**src/rtl/dtt_pkg.sv**
```systemverilog
// ----------------------------------------------------------------------------
// Deadline timer table package
// Shared constants, operation and status codes, and controller types.
// ----------------------------------------------------------------------------
package dtt_pkg;

  localparam int unsigned TimerSlots = 16;
  localparam int unsigned SlotW      = $clog2(TimerSlots);
  localparam logic [31:0] WindowReset = 32'd3600000;
  localparam logic [63:0] AllOnes     = '1;
  localparam logic [1:0]  WindowAddr  = 2'd0;

  typedef enum logic [2:0] {
    OP_ADD     = 3'd0,
    OP_CANCEL  = 3'd1,
    OP_REFRESH = 3'd2,
    OP_RESET   = 3'd3,
    OP_QUERY   = 3'd4,
    OP_COLLECT = 3'd5
  } op_t;

  typedef enum logic [1:0] {
    ST_OK       = 2'd0,
    ST_INACTIVE = 2'd1,
    ST_FULL     = 2'd2,
    ST_NONE     = 2'd3
  } status_t;

  typedef enum logic [2:0] {
    S_IDLE,
    S_SCAN,
    S_DECIDE,
    S_EMIT,
    S_WAIT
  } state_t;

  // Controller to datapath commands.
  typedef struct packed {
    logic load;       // capture the request
    logic scan_clear; // start a scan
    logic scan_step;  // examine one slot
    logic out_load;   // commit the request and load the output register
  } cmd_t;

  // Datapath to controller status.
  typedef struct packed {
    logic scan_done;
    logic emit_more;  // collect: another due slot remains after this one
    logic multi;      // request may give several results
  } stat_t;

endpackage

```
**src/rtl/dtt_datapath.sv**
```systemverilog
// ----------------------------------------------------------------------------
// Deadline timer table datapath
// Timer stores, one-slot-a-cycle scan unit and the result register.
// ----------------------------------------------------------------------------
module dtt_datapath (
  input  logic                          clk,
  input  logic                          rst,
  input  dtt_pkg::cmd_t                 cmd,
  output dtt_pkg::stat_t                stat,
  input  logic [2:0]                    op,
  input  logic [63:0]                   now_ms,
  input  logic [3:0]                    target_slot,
  input  logic [31:0]                   period_ms,
  input  logic                          repeats,
  input  logic                          restart_now,
  input  logic [31:0]                   window,
  output logic [1:0]                    status,
  output logic [3:0]                    slot_index,
  output logic [63:0]                   wait_ms,
  output logic                          front_alert,
  output logic                          last_result
);

  localparam int unsigned N = dtt_pkg::TimerSlots;
  localparam int unsigned SW = dtt_pkg::SlotW;

  logic [63:0] deadline_store [N];
  logic [31:0] period_store [N];
  logic        repeat_store [N];
  logic [N-1:0] live_store;
  logic        front_flag;
  logic [63:0] prior_time;

  // Captured request.
  logic [2:0]  r_op;
  logic [63:0] r_now;
  logic [SW-1:0] r_tgt;
  logic [31:0] r_per;
  logic        r_rep;
  logic        r_fnow;

  // Scan unit.
  logic [SW-1:0] scan_idx;
  logic          best_ok;
  logic [SW-1:0] best;
  logic [63:0]   best_dl;
  logic          free_ok;
  logic [SW-1:0] free_slot;
  logic          roll;
  logic [N-1:0]  done_mask;   // slots already emitted in this collect
  logic          emitted_any;
  logic          more_due;    // a second due slot was seen in this pass

  logic cand, cand_better, due_i;
  logic [63:0] dl_i;

  always_comb begin
    dl_i  = deadline_store[scan_idx];
    due_i = live_store[scan_idx] && !done_mask[scan_idx] && (roll || dl_i <= r_now);
    if (r_op == dtt_pkg::OP_COLLECT) begin
      cand = due_i;
    end else begin
      cand = live_store[scan_idx];
    end
    // Scan runs in increasing slot order, so a strict compare keeps the lower slot on ties.
    cand_better = cand && (!best_ok || dl_i < best_dl);
  end

  assign stat.scan_done = (scan_idx == SW'(N - 1));
  assign stat.emit_more = best_ok && more_due;
  assign stat.multi     = (r_op == dtt_pkg::OP_COLLECT);

  // Values used when the request is committed.
  logic [63:0] start_v, sum_a, sum_b, sum_s;
  logic        sum_c;
  logic        tgt_live;
  logic        reset_noop;
  logic        front_now;

  always_comb begin
    tgt_live   = live_store[r_tgt];
    reset_noop = (r_per == period_store[r_tgt]) && !r_fnow;
    start_v    = r_fnow ? r_now : deadline_store[r_tgt] - 64'(period_store[r_tgt]);
    sum_a      = r_now;
    sum_b      = 64'(r_per);
    unique case (r_op)
      dtt_pkg::OP_REFRESH: sum_b = 64'(period_store[r_tgt]);
      dtt_pkg::OP_RESET:   sum_a = start_v;
      dtt_pkg::OP_COLLECT: sum_b = 64'(period_store[best]);
      default: ;
    endcase
    {sum_c, sum_s} = {1'b0, sum_a} + {1'b0, sum_b};
    if (sum_c) sum_s = dtt_pkg::AllOnes;
  end

  // Front check: the new deadline must precede every other live timer.
  // The scan result excludes nothing, so compare against the earliest other
  // deadline captured by an exclusion scan below.
  logic          oth_ok;
  logic [63:0]   oth_dl;
  logic [SW-1:0] oth;
  logic [SW-1:0] self_slot;

  always_comb begin
    self_slot = (r_op == dtt_pkg::OP_ADD) ? free_slot : r_tgt;
    front_now = !oth_ok || sum_s < oth_dl || (sum_s == oth_dl && self_slot < oth);
  end

  // Result of the request, loaded into the output register by out_load.
  logic [1:0]  status_next;
  logic [3:0]  slot_index_next;
  logic [63:0] wait_ms_next;
  logic        front_alert_next;
  logic        last_result_next;

  always_comb begin
    status_next      = dtt_pkg::ST_OK;
    slot_index_next  = '0;
    wait_ms_next     = '0;
    front_alert_next = 1'b0;
    last_result_next = 1'b1;
    unique case (r_op)
      dtt_pkg::OP_ADD: begin
        if (!free_ok) begin
          status_next = dtt_pkg::ST_FULL;
        end else begin
          slot_index_next  = 4'(free_slot);
          front_alert_next = front_now && !front_flag;
        end
      end
      dtt_pkg::OP_CANCEL, dtt_pkg::OP_REFRESH: begin
        slot_index_next = 4'(r_tgt);
        if (!tgt_live) status_next = dtt_pkg::ST_INACTIVE;
      end
      dtt_pkg::OP_RESET: begin
        slot_index_next = 4'(r_tgt);
        if (!reset_noop) begin
          if (!tgt_live) status_next = dtt_pkg::ST_INACTIVE;
          else front_alert_next = front_now && !front_flag;
        end
      end
      dtt_pkg::OP_QUERY: begin
        if (!best_ok) wait_ms_next = dtt_pkg::AllOnes;
        else if (r_now >= best_dl) wait_ms_next = '0;
        else wait_ms_next = best_dl - r_now;
      end
      dtt_pkg::OP_COLLECT: begin
        if (best_ok) begin
          slot_index_next  = 4'(best);
          last_result_next = !more_due;
        end else begin
          status_next = dtt_pkg::ST_NONE;
        end
      end
      default: ;
    endcase
  end

  always_ff @(posedge clk) begin
    if (rst) begin
      live_store  <= '0;
      front_flag  <= 1'b0;
      prior_time  <= '0;
      last_result <= 1'b0;
    end else begin
      if (cmd.load) begin
        r_op   <= op;
        r_now  <= now_ms;
        r_tgt  <= SW'(target_slot);
        r_per  <= period_ms;
        r_rep  <= repeats;
        r_fnow <= restart_now;
        done_mask   <= '0;
        emitted_any <= 1'b0;
        roll        <= 1'b0;
      end
      if (cmd.scan_clear) begin
        scan_idx <= '0;
        best_ok  <= 1'b0;
        free_ok  <= 1'b0;
        oth_ok   <= 1'b0;
        more_due <= 1'b0;
        if (r_op == dtt_pkg::OP_COLLECT && !emitted_any) begin
          roll <= (r_now < prior_time) && (prior_time - r_now > 64'(window));
        end
      end
      if (cmd.scan_step) begin
        if (!stat.scan_done) scan_idx <= scan_idx + SW'(1);
        if (cand_better) begin
          best_ok <= 1'b1;
          best    <= scan_idx;
          best_dl <= dl_i;
        end
        if (cand && best_ok) more_due <= 1'b1;
        if (!live_store[scan_idx] && !free_ok) begin
          free_ok   <= 1'b1;
          free_slot <= scan_idx;
        end
        // A reset compares against every other live timer; an add takes a free
        // slot, so every live timer counts.
        if (live_store[scan_idx] && (r_op != dtt_pkg::OP_RESET || scan_idx != r_tgt) &&
            (!oth_ok || dl_i < oth_dl)) begin
          oth_ok <= 1'b1;
          oth    <= scan_idx;
          oth_dl <= dl_i;
        end
      end
      if (cmd.out_load) begin
        status      <= status_next;
        slot_index  <= slot_index_next;
        wait_ms     <= wait_ms_next;
        front_alert <= front_alert_next;
        last_result <= last_result_next;
        unique case (r_op)
          dtt_pkg::OP_ADD: begin
            if (free_ok) begin
              deadline_store[free_slot] <= sum_s;
              period_store[free_slot]   <= r_per;
              repeat_store[free_slot]   <= r_rep;
              live_store[free_slot]     <= 1'b1;
              if (front_alert_next) front_flag <= 1'b1;
            end
          end
          dtt_pkg::OP_CANCEL: begin
            if (tgt_live) live_store[r_tgt] <= 1'b0;
          end
          dtt_pkg::OP_REFRESH: begin
            if (tgt_live) deadline_store[r_tgt] <= sum_s;
          end
          dtt_pkg::OP_RESET: begin
            if (!reset_noop && tgt_live) begin
              period_store[r_tgt]   <= r_per;
              deadline_store[r_tgt] <= sum_s;
              if (front_alert_next) front_flag <= 1'b1;
            end
          end
          dtt_pkg::OP_QUERY: begin
            front_flag <= 1'b0;
          end
          dtt_pkg::OP_COLLECT: begin
            if (!emitted_any && live_store != '0) prior_time <= r_now;
            if (best_ok) begin
              emitted_any <= 1'b1;
              done_mask[best] <= 1'b1;
              if (repeat_store[best]) deadline_store[best] <= sum_s;
              else live_store[best] <= 1'b0;
            end
          end
          default: ;
        endcase
      end
    end
  end

endmodule

```
**src/rtl/dtt_control.sv**
```systemverilog
// ----------------------------------------------------------------------------
// Deadline timer table controller
// Sequences capture, slot scans and result hand-off.
// ----------------------------------------------------------------------------
module dtt_control (
  input  logic           clk,
  input  logic           rst,
  input  logic           in_valid,
  output logic           in_stall,
  output logic           out_valid,
  input  logic           out_stall,
  output dtt_pkg::cmd_t  cmd,
  input  dtt_pkg::stat_t stat
);

  dtt_pkg::state_t state, state_next;
  logic ov, ov_next;

  always_ff @(posedge clk) begin
    if (rst) begin
      state <= dtt_pkg::S_IDLE;
      ov    <= 1'b0;
    end else begin
      state <= state_next;
      ov    <= ov_next;
    end
  end

  assign out_valid = ov;

  always_comb begin
    state_next = state;
    ov_next    = ov && out_stall;
    cmd        = '0;
    in_stall   = 1'b1;
    unique case (state)
      dtt_pkg::S_IDLE: begin
        in_stall = 1'b0;
        if (in_valid) begin
          cmd.load   = 1'b1;
          state_next = dtt_pkg::S_SCAN;
        end
      end
      dtt_pkg::S_SCAN: begin
        cmd.scan_clear = 1'b1;
        state_next     = dtt_pkg::S_DECIDE;
      end
      dtt_pkg::S_DECIDE: begin
        cmd.scan_step = 1'b1;
        if (stat.scan_done) state_next = dtt_pkg::S_EMIT;
      end
      dtt_pkg::S_EMIT: begin
        // The result register must be free before it is loaded again.
        if (!ov || !out_stall) begin
          cmd.out_load = 1'b1;
          ov_next      = 1'b1;
          if (stat.multi && stat.emit_more) state_next = dtt_pkg::S_SCAN;
          else state_next = dtt_pkg::S_IDLE;
        end
      end
      dtt_pkg::S_WAIT: state_next = dtt_pkg::S_IDLE;
      default: state_next = dtt_pkg::S_IDLE;
    endcase
  end

  a_load_idle: assert property (@(posedge clk) disable iff (rst)
    cmd.load |-> state == dtt_pkg::S_IDLE)
    else $error("load outside idle");
  a_stall_busy: assert property (@(posedge clk) disable iff (rst)
    state != dtt_pkg::S_IDLE |-> in_stall)
    else $error("input open while busy");
  a_out_hold: assert property (@(posedge clk) disable iff (rst)
    out_valid && out_stall |=> out_valid)
    else $error("result dropped while stalled");

endmodule

```
**src/rtl/deadline_timer_table.sv**
```systemverilog
// ----------------------------------------------------------------------------
// Deadline timer table
// Sixteen one-shot or recurring timers with add, cancel, refresh, reset,
// query and collect requests, scanned one slot per cycle.
// ----------------------------------------------------------------------------
// Sequence: after the accepting edge come scan set-up, sixteen scan steps and the
// result load; the next request is taken once the block is back in idle.
// Collect runs a further scan for each expired slot after the first, holding the
// input until the last result is loaded; a stalled result delays a load.
// Reset is synchronous: live bits, front flag, last collect time and window reset.
module deadline_timer_table (
  input  logic        clk,
  input  logic        rst,
  input  logic        in_valid,
  output logic        in_stall,
  input  logic [2:0]  op,
  input  logic [63:0] now_ms,
  input  logic [3:0]  target_slot,
  input  logic [31:0] period_ms,
  input  logic        repeats,
  input  logic        restart_now,
  output logic        out_valid,
  input  logic        out_stall,
  output logic [1:0]  status,
  output logic [3:0]  slot_index,
  output logic [63:0] wait_ms,
  output logic        front_alert,
  output logic        last_result,
  input  logic        psel,
  input  logic        penable,
  input  logic        pwrite,
  input  logic [1:0]  paddr,
  input  logic [31:0] pwdata,
  output logic [31:0] prdata,
  output logic        pready
);

  dtt_pkg::cmd_t  cmd;
  dtt_pkg::stat_t stat;
  logic [31:0] rollover_window_ms;

  // The single register lies at address zero; other addresses read as zero.
  always_ff @(posedge clk) begin
    if (rst) begin
      rollover_window_ms <= dtt_pkg::WindowReset;
    end else if (psel && penable && pwrite && pready && paddr == dtt_pkg::WindowAddr) begin
      rollover_window_ms <= pwdata;
    end
  end

  assign pready = 1'b1;
  assign prdata = (paddr == dtt_pkg::WindowAddr) ? rollover_window_ms : '0;

  dtt_control u_ctrl (
    .clk, .rst, .in_valid, .in_stall, .out_valid, .out_stall, .cmd, .stat
  );

  dtt_datapath u_dp (
    .clk, .rst, .cmd, .stat, .op, .now_ms, .target_slot, .period_ms,
    .repeats, .restart_now, .window(rollover_window_ms),
    .status, .slot_index, .wait_ms, .front_alert, .last_result
  );

endmodule

```
**config.mk**
```make
export PLATFORM = sky130hd
export DESIGN_NAME = deadline_timer_table
export DESIGN_NICKNAME = d
export VERILOG_FILES = /design/src/rtl/dtt_pkg.sv /design/src/rtl/dtt_datapath.sv /design/src/rtl/dtt_control.sv /design/src/rtl/deadline_timer_table.sv
export SDC_FILE = /design/constraint.sdc
export NUM_CORES = 2
export LEC_CHECK = 0
export BUFFER_PORTS_ARGS = -buffer_cell sky130_fd_sc_hd__buf_2
export CELL_PAD_IN_SITES_DETAIL_PLACEMENT = 1
export CELL_PAD_IN_SITES_GLOBAL_PLACEMENT = 2
export CORE_ASPECT_RATIO = 0.9
export CORE_MARGIN = 1.5
export CORE_UTILIZATION = 40
export CTS_CLUSTER_SIZE = 14
export DETAILED_ROUTE_END_ITERATION = 10
export PLACE_DENSITY = 0.72
export SYNTH_ARGS = -nofsm -noshare
export SYNTH_HDL_FRONTEND = slang
export SYNTH_SLANG_ARGS = --single-unit
```
**constraint.sdc**
```tcl
create_clock -name clk -period 14.59 [get_ports clk]
set_clock_uncertainty 0.05 [all_clocks]
set_input_delay 0.7295 -clock clk [delete_from_list [all_inputs] [get_ports clk]]
set_output_delay 0.7295 -clock clk [all_outputs]
set_load 0.02 [all_outputs]
```
# --- Yosys cells after proc, flatten, opt, wreduce, memory -nomap -nowiden ---
# Memory sizes are Yosys's and may differ from the RTL's. A register that Yosys moved wholly into a read port is not among the register bits.
# Cells that the tools add are included.
word_totals:
  output_inout_bits: 107
  input_bits: 146
  n_memories: 3
  latch_bits: 0
  register_bits: 460
  mem_bits_rw: 1552
  elab_cells: 265
  romBits: 0
op_classes:
  shifts: 0
  n_lt_le_gt_ge: 15
  n_div: 0
  n_bitwise: 8
  n_eq_ne: 21
  add_sub_neg: 5
  reduce_logical: 62
  muxes: 121
  multipliers: 0
memory_table:
  columns: ["memory", "words", "width", "rd", "rd_clocked_by_memory_dff", "wr", "line", "rtl"]
  rows:
  - ["u_dp.deadline_store", 16, 64, 2, 2, 1, "dtt_datapath.sv:27", "logic [63:0] deadline_store [N];"]
  - ["u_dp.period_store", 16, 32, 2, 2, 1, "dtt_datapath.sv:28", "logic [31:0] period_store [N];"]
  - ["u_dp.repeat_store", 16, 1, 1, 1, 1, "dtt_datapath.sv:29", "logic repeat_store [N];"]
ops:
  columns: ["operator", "count"]
  rows:
  - ["$mux W64", 8]
  - ["$lt A64 B64 Y1", 4]
  - ["$mux W16", 9]
  - ["$reduce_or A64 Y1", 2]
  - ["$sub A64 B64 Y64", 2]
  - ["$mux W1", 69]
  - ["$add A64 B32 Y65", 1]
  - ["$eq A64 B64 Y1", 1]
  - ["$ge A64 B64 Y1", 1]
  - ["$gt A64 B32 Y1", 1]
  - ["$le A64 B64 Y1", 1]
  - ["$mux W32", 2]
  - ["$pmux W32 S2", 1]
  - ["$sub A64 B32 Y64", 1]
  - ["$mux W4", 14]
  - ["$pmux W16 S3", 1]
  - ["$and A16 B16 Y16", 2]
  - ["$eq A32 B32 Y1", 1]
  - ["$not A16 Y16", 2]
  - ["$or A16 B16 Y16", 2]
  - ["$reduce_or A32 Y1", 1]
  - ["$logic_and A1 B1 Y1", 23]
  - ["$lt A4 B5 Y1 const B", 4]
  - ["$reduce_bool A16 Y1", 1]
  - ["33 further kinds", 78]

# --- Depth between registers and ports, before layout ---
logic_depth:
  ltp_word: 15
  mapped_depth: 53
  depth_no_buf: 42

# --- Cells and area by module ---
# Synthesis repeated with hierarchy kept, for this count alone.
hier_totals:
  cells_unflattened: 7351
  area_unflattened_um2: 108884.4
modules_own_cells:
  columns: ["mod", "instances", "seq_area_each_um2", "area_per_inst_um2", "cells_each"]
  rows:
  - ["dtt_datapath", 1, 58756.4, 107012.6, 7149]
  - ["deadline_timer_table", 1, 640.6, 1655.3, 178]
  - ["dtt_control", 1, 60.1, 216.5, 24]

# --- Worst setup path after synthesis ---
# Ideal clock, no wire load.
synth_path:
  path_kind: "register to register"
  startpoint: "register (tool-made name)"
  endpoint: "register (tool-made name)"
  path_slack_ps: 1819
  stages_incl_launch_ff: 20
  setup_ps: 93
  n_path_buf: 4
  arrival_ps: 12628
  cell_sequence: "dfxtp_1 clkbuf_1 clkbuf_1 buf_1 buf_1 mux4_2 mux4_2 ha_1 a21o_1 a21o_1 a21o_1 a21o_1 a21o_1 a21oi_1 o311ai_0 a21oi_1 o21ai_0 a311o_1 nor4_1 mux2_2"

==> flow_summary.html <==
<table>
<tr><th>Metric</th><th>Value</th></tr>
<tr><th colspan="2">STA</th></tr>
<tr><td>Max Fclk</td><td>72.3 MHz</td></tr>
<tr><td>Final-report setup violation count</td><td>0</td></tr>
<tr><td>RSZ-0062 raised after global routing</td><td>false</td></tr>
<tr><td>Number of failing hold endpoints at the final stage</td><td>0</td></tr>
<tr><td>Post-Route Setup TNS</td><td>0 ns</td></tr>
<tr><td>Final cycle utilization of the critical path</td><td>94.8%</td></tr>
<tr><td>Max Slew Vio Count</td><td>0</td></tr>
<tr><td>Final min period</td><td>13.83 ns</td></tr>
<tr><td>Worst Tran Pin Value</td><td>around 1.4 ns</td></tr>
<tr><td>Slew HR</td><td>under 10%</td></tr>
<tr><th colspan="2">Worst setup path</th></tr>
<tr><td>Cell with the most instances on the worst path</td><td>sky130_fd_sc_hd__o21ai_0</td></tr>
<tr><td>Critical path required time</td><td>15.34 ns</td></tr>
<tr><td>CP max stage delay</td><td>0.94 ns</td></tr>
<tr><td>Arrival @ worst endpoint</td><td>14.58 ns</td></tr>
<tr><td>Endpoint kind of the worst setup timing path</td><td>flop</td></tr>
<tr><td>Worst setup path category</td><td>flop to flop</td></tr>
<tr><td>Startpoint type of the worst setup path</td><td>flop</td></tr>
<tr><td>Cell with the largest stage delay on the worst path</td><td>sky130_fd_sc_hd__o21ai_1</td></tr>
<tr><td>CP Max Fanout</td><td>37</td></tr>
<tr><th colspan="2">Synth</th></tr>
<tr><td>Yosys warnings</td><td>0</td></tr>
<tr><td>Cell variety after synth</td><td>99</td></tr>
<tr><td>Number of enable-type register cells in the synthesized netlist</td><td>1,894</td></tr>
<tr><td>Synthesized net count</td><td>8,006</td></tr>
<tr><td>Number of standard cells after synthesis</td><td>~7,400</td></tr>
<tr><td>Synthesis-stage register bit count</td><td>a little over 2,000</td></tr>
<tr><td>Synth Flop Type</td><td>sky130_fd_sc_hd__edfxtp_1</td></tr>
<tr><td>Share of the yosys chip area belonging to registers</td><td>a little over half</td></tr>
<tr><td>Fraction of registers with async set/reset</td><td>0%</td></tr>
<tr><td>Post-synthesis instance area</td><td>around 110,000 sq um</td></tr>
<tr><td>Avg Cell Area, Syn</td><td>between 10 and 15 sq um</td></tr>
<tr><th colspan="2">Global routing</th></tr>
<tr><td>Overall routing resource usage</td><td>a little over a quarter</td></tr>
<tr><td>Met3 capacity usage during global routing</td><td>5.02%</td></tr>
<tr><td>Number of global-route vias before repair</td><td>73,300</td></tr>
<tr><td>GRT met2 Usage</td><td>40.4%</td></tr>
<tr><td>Pin count of the biggest net entering global routing</td><td>129</td></tr>
<tr><td>Initial antenna violation count</td><td>14</td></tr>
<tr><td>Routing layer with the top usage in global route</td><td>met2</td></tr>
<tr><td>Met1 Usage GRT</td><td>39.6%</td></tr>
<tr><td>Wire length of the first global-routing pass</td><td>532 mm</td></tr>
<tr><td>Leftover overflow at the end of global routing</td><td>0</td></tr>
<tr><th colspan="2">Placed design</th></tr>
<tr><td>GP Congestion</td><td>0.931</td></tr>
<tr><td>HPWL after detailed placement</td><td>250 mm</td></tr>
<tr><td>Placed Instance Area</td><td>114,000 sq um</td></tr>
<tr><td>Number of buffers inserted by port buffering</td><td>251</td></tr>
<tr><th colspan="2">Final layout</th></tr>
<tr><td>Cell area after layout</td><td>122,000 sq um</td></tr>
<tr><td>Commonest non-fill, non-tap cell in the layout</td><td>sky130_fd_sc_hd__edfxtp_1</td></tr>
<tr><td>Share of cells above drive strength 1</td><td>22.7%</td></tr>
<tr><td>Filler instances</td><td>between 20,000 and 30,000</td></tr>
<tr><td>Area Overhead vs Synth</td><td>12.9%</td></tr>
<tr><td>Commonest non-fill, non-tap cells in the layout</td><td>sky130_fd_sc_hd__edfxtp_1 (1,894), sky130_fd_sc_hd__mux4_2 (937), sky130_fd_sc_hd__ha_1 (486)</td></tr>
<tr><td>Post-route core utilization</td><td>between 40% and 50%</td></tr>
<tr><td>Number of nets in the finished design</td><td>8,334</td></tr>
<tr><th colspan="2">Floorplan</th></tr>
<tr><td>Core Footprint</td><td>270,000 sq um</td></tr>
<tr><td>Count of boundary I/O pins</td><td>253</td></tr>
<tr><td>Die area</td><td>around 270,000 sq um</td></tr>
<tr><td>Initial standard-cell utilization of the core</td><td>40.2%</td></tr>
<tr><td>Floorplan die height</td><td>just under 500 um</td></tr>
<tr><td>Standard-cell rows</td><td>181</td></tr>
<tr><td>Die X-Extent</td><td>between 500 and 600 um</td></tr>
<tr><th colspan="2">Clock network</th></tr>
<tr><td>H-tree lvl count</td><td>4</td></tr>
<tr><td>Clock slew seen by the registers of the worst setup and hold paths</td><td>0.06 ns</td></tr>
<tr><td>TritonCTS clock tree</td><td>built</td></tr>
<tr><td>Later-pin clock latency in the skew report</td><td>0.92 ns</td></tr>
<tr><td>Master cell of the clock root buffer</td><td>sky130_fd_sc_hd__clkbuf_16</td></tr>
<tr><td>Total CTS buffers</td><td>approximately 220</td></tr>
<tr><td>Number of setup buffers added after CTS</td><td>0</td></tr>
<tr><td>Buffers from clock root to sink, at most</td><td>3</td></tr>
<tr><td>Count of instances resized after the clock tree is built</td><td>0</td></tr>
<tr><td>Number of sinks on the clock net</td><td>between 2,000 and 2,500</td></tr>
<tr><th colspan="2">Run status</th></tr>
<tr><td>Run status</td><td>complete, no violations</td></tr>
<tr><th colspan="2">Pwr</th></tr>
<tr><td>Leak</td><td>42.8 nW</td></tr>
<tr><td>Power density of the placed cells</td><td>170 nW/um^2</td></tr>
<tr><td>Peak supply drop</td><td>0.139 mV</td></tr>
<tr><th colspan="2">Detailed routing</th></tr>
<tr><td>Detailed-route DRC error count</td><td>0</td></tr>
<tr><td>1st-pass router iterations</td><td>6</td></tr>
<tr><td>Number of DRC markers after the initial detailed-route iteration</td><td>8,349</td></tr>
<tr><td>Detailed-route via count</td><td>71,800</td></tr>
<tr><td>Vias/cell</td><td>6.27</td></tr>
<tr><td>Antenna violation net count after detailed routing</td><td>0</td></tr>
<tr><td>Detail-routed net length per standard cell</td><td>between 30 and 40 um</td></tr>
<tr><td>Overall routed net length</td><td>370 mm</td></tr>
<tr><th colspan="2">Worst hold path</th></tr>
<tr><td>Class of the most critical hold timing path</td><td>primary input to flop</td></tr>
<tr><th colspan="2">Job</th></tr>
<tr><td>Number of max-cap violations</td><td>0</td></tr>
</table>
report_power, final:
part | leakage [nW] | switching [mW] | internal, mW
Clock | 3.49 | 2.43 | 3.20
Sequential | 18.1 | 0.257 | 7.08
Combinational | 21.1 | 4.87 | 2.93
state kept, by name (all words and copies together), names as in the netlist, 2 cells and up, named ones only:
signal and flops:
u_dp.deadline_store 1024, u_dp.period_store 512, u_dp.best_dl 64, u_dp.oth_dl 64
u_dp.prior_time 64, u_dp.r_now 64, u_dp.wait_ms 64, rollover_window_ms 32
u_dp.r_per 32, u_dp.done_mask 16, u_dp.live_store 16, u_dp.repeat_store 16
u_dp.best 4, u_dp.free_slot 4, u_dp.oth 4, u_dp.r_tgt 4
u_dp.scan_idx 4, u_dp.slot_index 4, u_dp.r_op 3, u_ctrl.state 2
u_dp.status 2
path summary, 6_finish.rpt:
kind,start,to,cells after the start,slack (ns)
setup / recovery,flop,u_dp.front_flag,37,0.76
hold / removal,period_ms[4],u_dp.r_per[4],1,0.06
setup reg to reg,flop,u_dp.front_flag,37,0.76
hold reg to reg,rollover_window_ms[25],rollover_window_ms[25],2,0.41
metrics by stage:
| stage | hold slack (ns) | setup WS (ns) | std cells | total power, mW |
|---|---|---|---|---|
| 2_1_floorplan | 0.386 | 1.82 | 7370 | 12.3 |
| 5_1_grt | 0.0176 | 0.0677 | 11400 | 21.6 |
| 3_3_place_gp | 0.392 | 1.31 | 10900 | 14.9 |
| 3_5_place_dp | 0.397 | 1.02 | 10900 | 15.1 |
| 4_1_cts | 0.000659 | 0.939 | 11400 | 20.8 |
| 6_report | 0.0595 | 0.761 | 11500 | 20.8 |
worst max-delay path: cells and delay by family, from the launching register on:
kind	cells	cell delay, ns
flip-flops	1	0.91
buffers and inverters	1	0.50
AO/OA/AOI/OAI	16	5.01
multiplexers	2	1.08
adder cells (fa/ha/maj)	3	1.11
AND/OR/NAND/NOR	14	4.77
XOR/XNOR	1	0.16
layout make-up:
class | count | area [sq um] | area share [%]
flip-flops and latches | 2023 | 59500 | 48.6
multi-input cells | 4613 | 46500 | 37.9
clock inverters | 139 | 1500 | 1.22
diodes | 3 | 7.51 | 0.00613
clock buffers | 263 | 5680 | 4.64
repair buffers | 505 | 3590 | 2.93
well taps | 3568 | 4460 | 3.65
inverters | 336 | 1260 | 1.03
synth_stat cells, drive strengths merged (38+ instances only):
cell	instances	area, sq um
and3	45	282
edfxtp	1894	56900
buf	123	656
inv	336	1260
nand3	98	505
dfxtp	129	2580
clkbuf	275	1030
nor2b	67	419
nor3	107	573
ha	486	6080
mux4	937	21100
o21ai	307	1540
nor2	361	1360
nand4	121	763
xnor2	134	1170
a21oi	453	2270
nand2	472	1770
a21o	172	1290
nand2b	50	313
o21a	46	345
mux2i	71	711
a22oi	80	601
o211ai	38	285
xor2	77	674
per-layer routing:
metal	up-vias	routed length, um
met4	2	10000
met5	-	13
li1	30300	-
met1	37900	163000
met3	469	31200
met2	3186	165000
cells by family (layout without fill, tap and decap cells):
group / after synthesis / count (layout) / share of synthesized area, %
adders and majority gates: 490 / 490 / 5.68
and+or+nand+nor: 1482 / 1482 / 6.63
buffers and inverters: 734 / 1243 / 2.72
DFF: 2023 / 2023 / 54.8
other: 1 / 4 / 0.00346
AOI/OAI and AO/OA: 1400 / 1400 / 8.13
xor gates and xnor gates: 211 / 211 / 1.70
muxes: 1029 / 1029 / 20.3
what timing repair did:
item / 4_1_cts / 5_1_grt
hold endpoints to repair: 110 / 0
setup endpoints to repair: 0 / 0
hold buffers: 110 / 0
No activity file was read; power rests on OpenSTA's default activity.
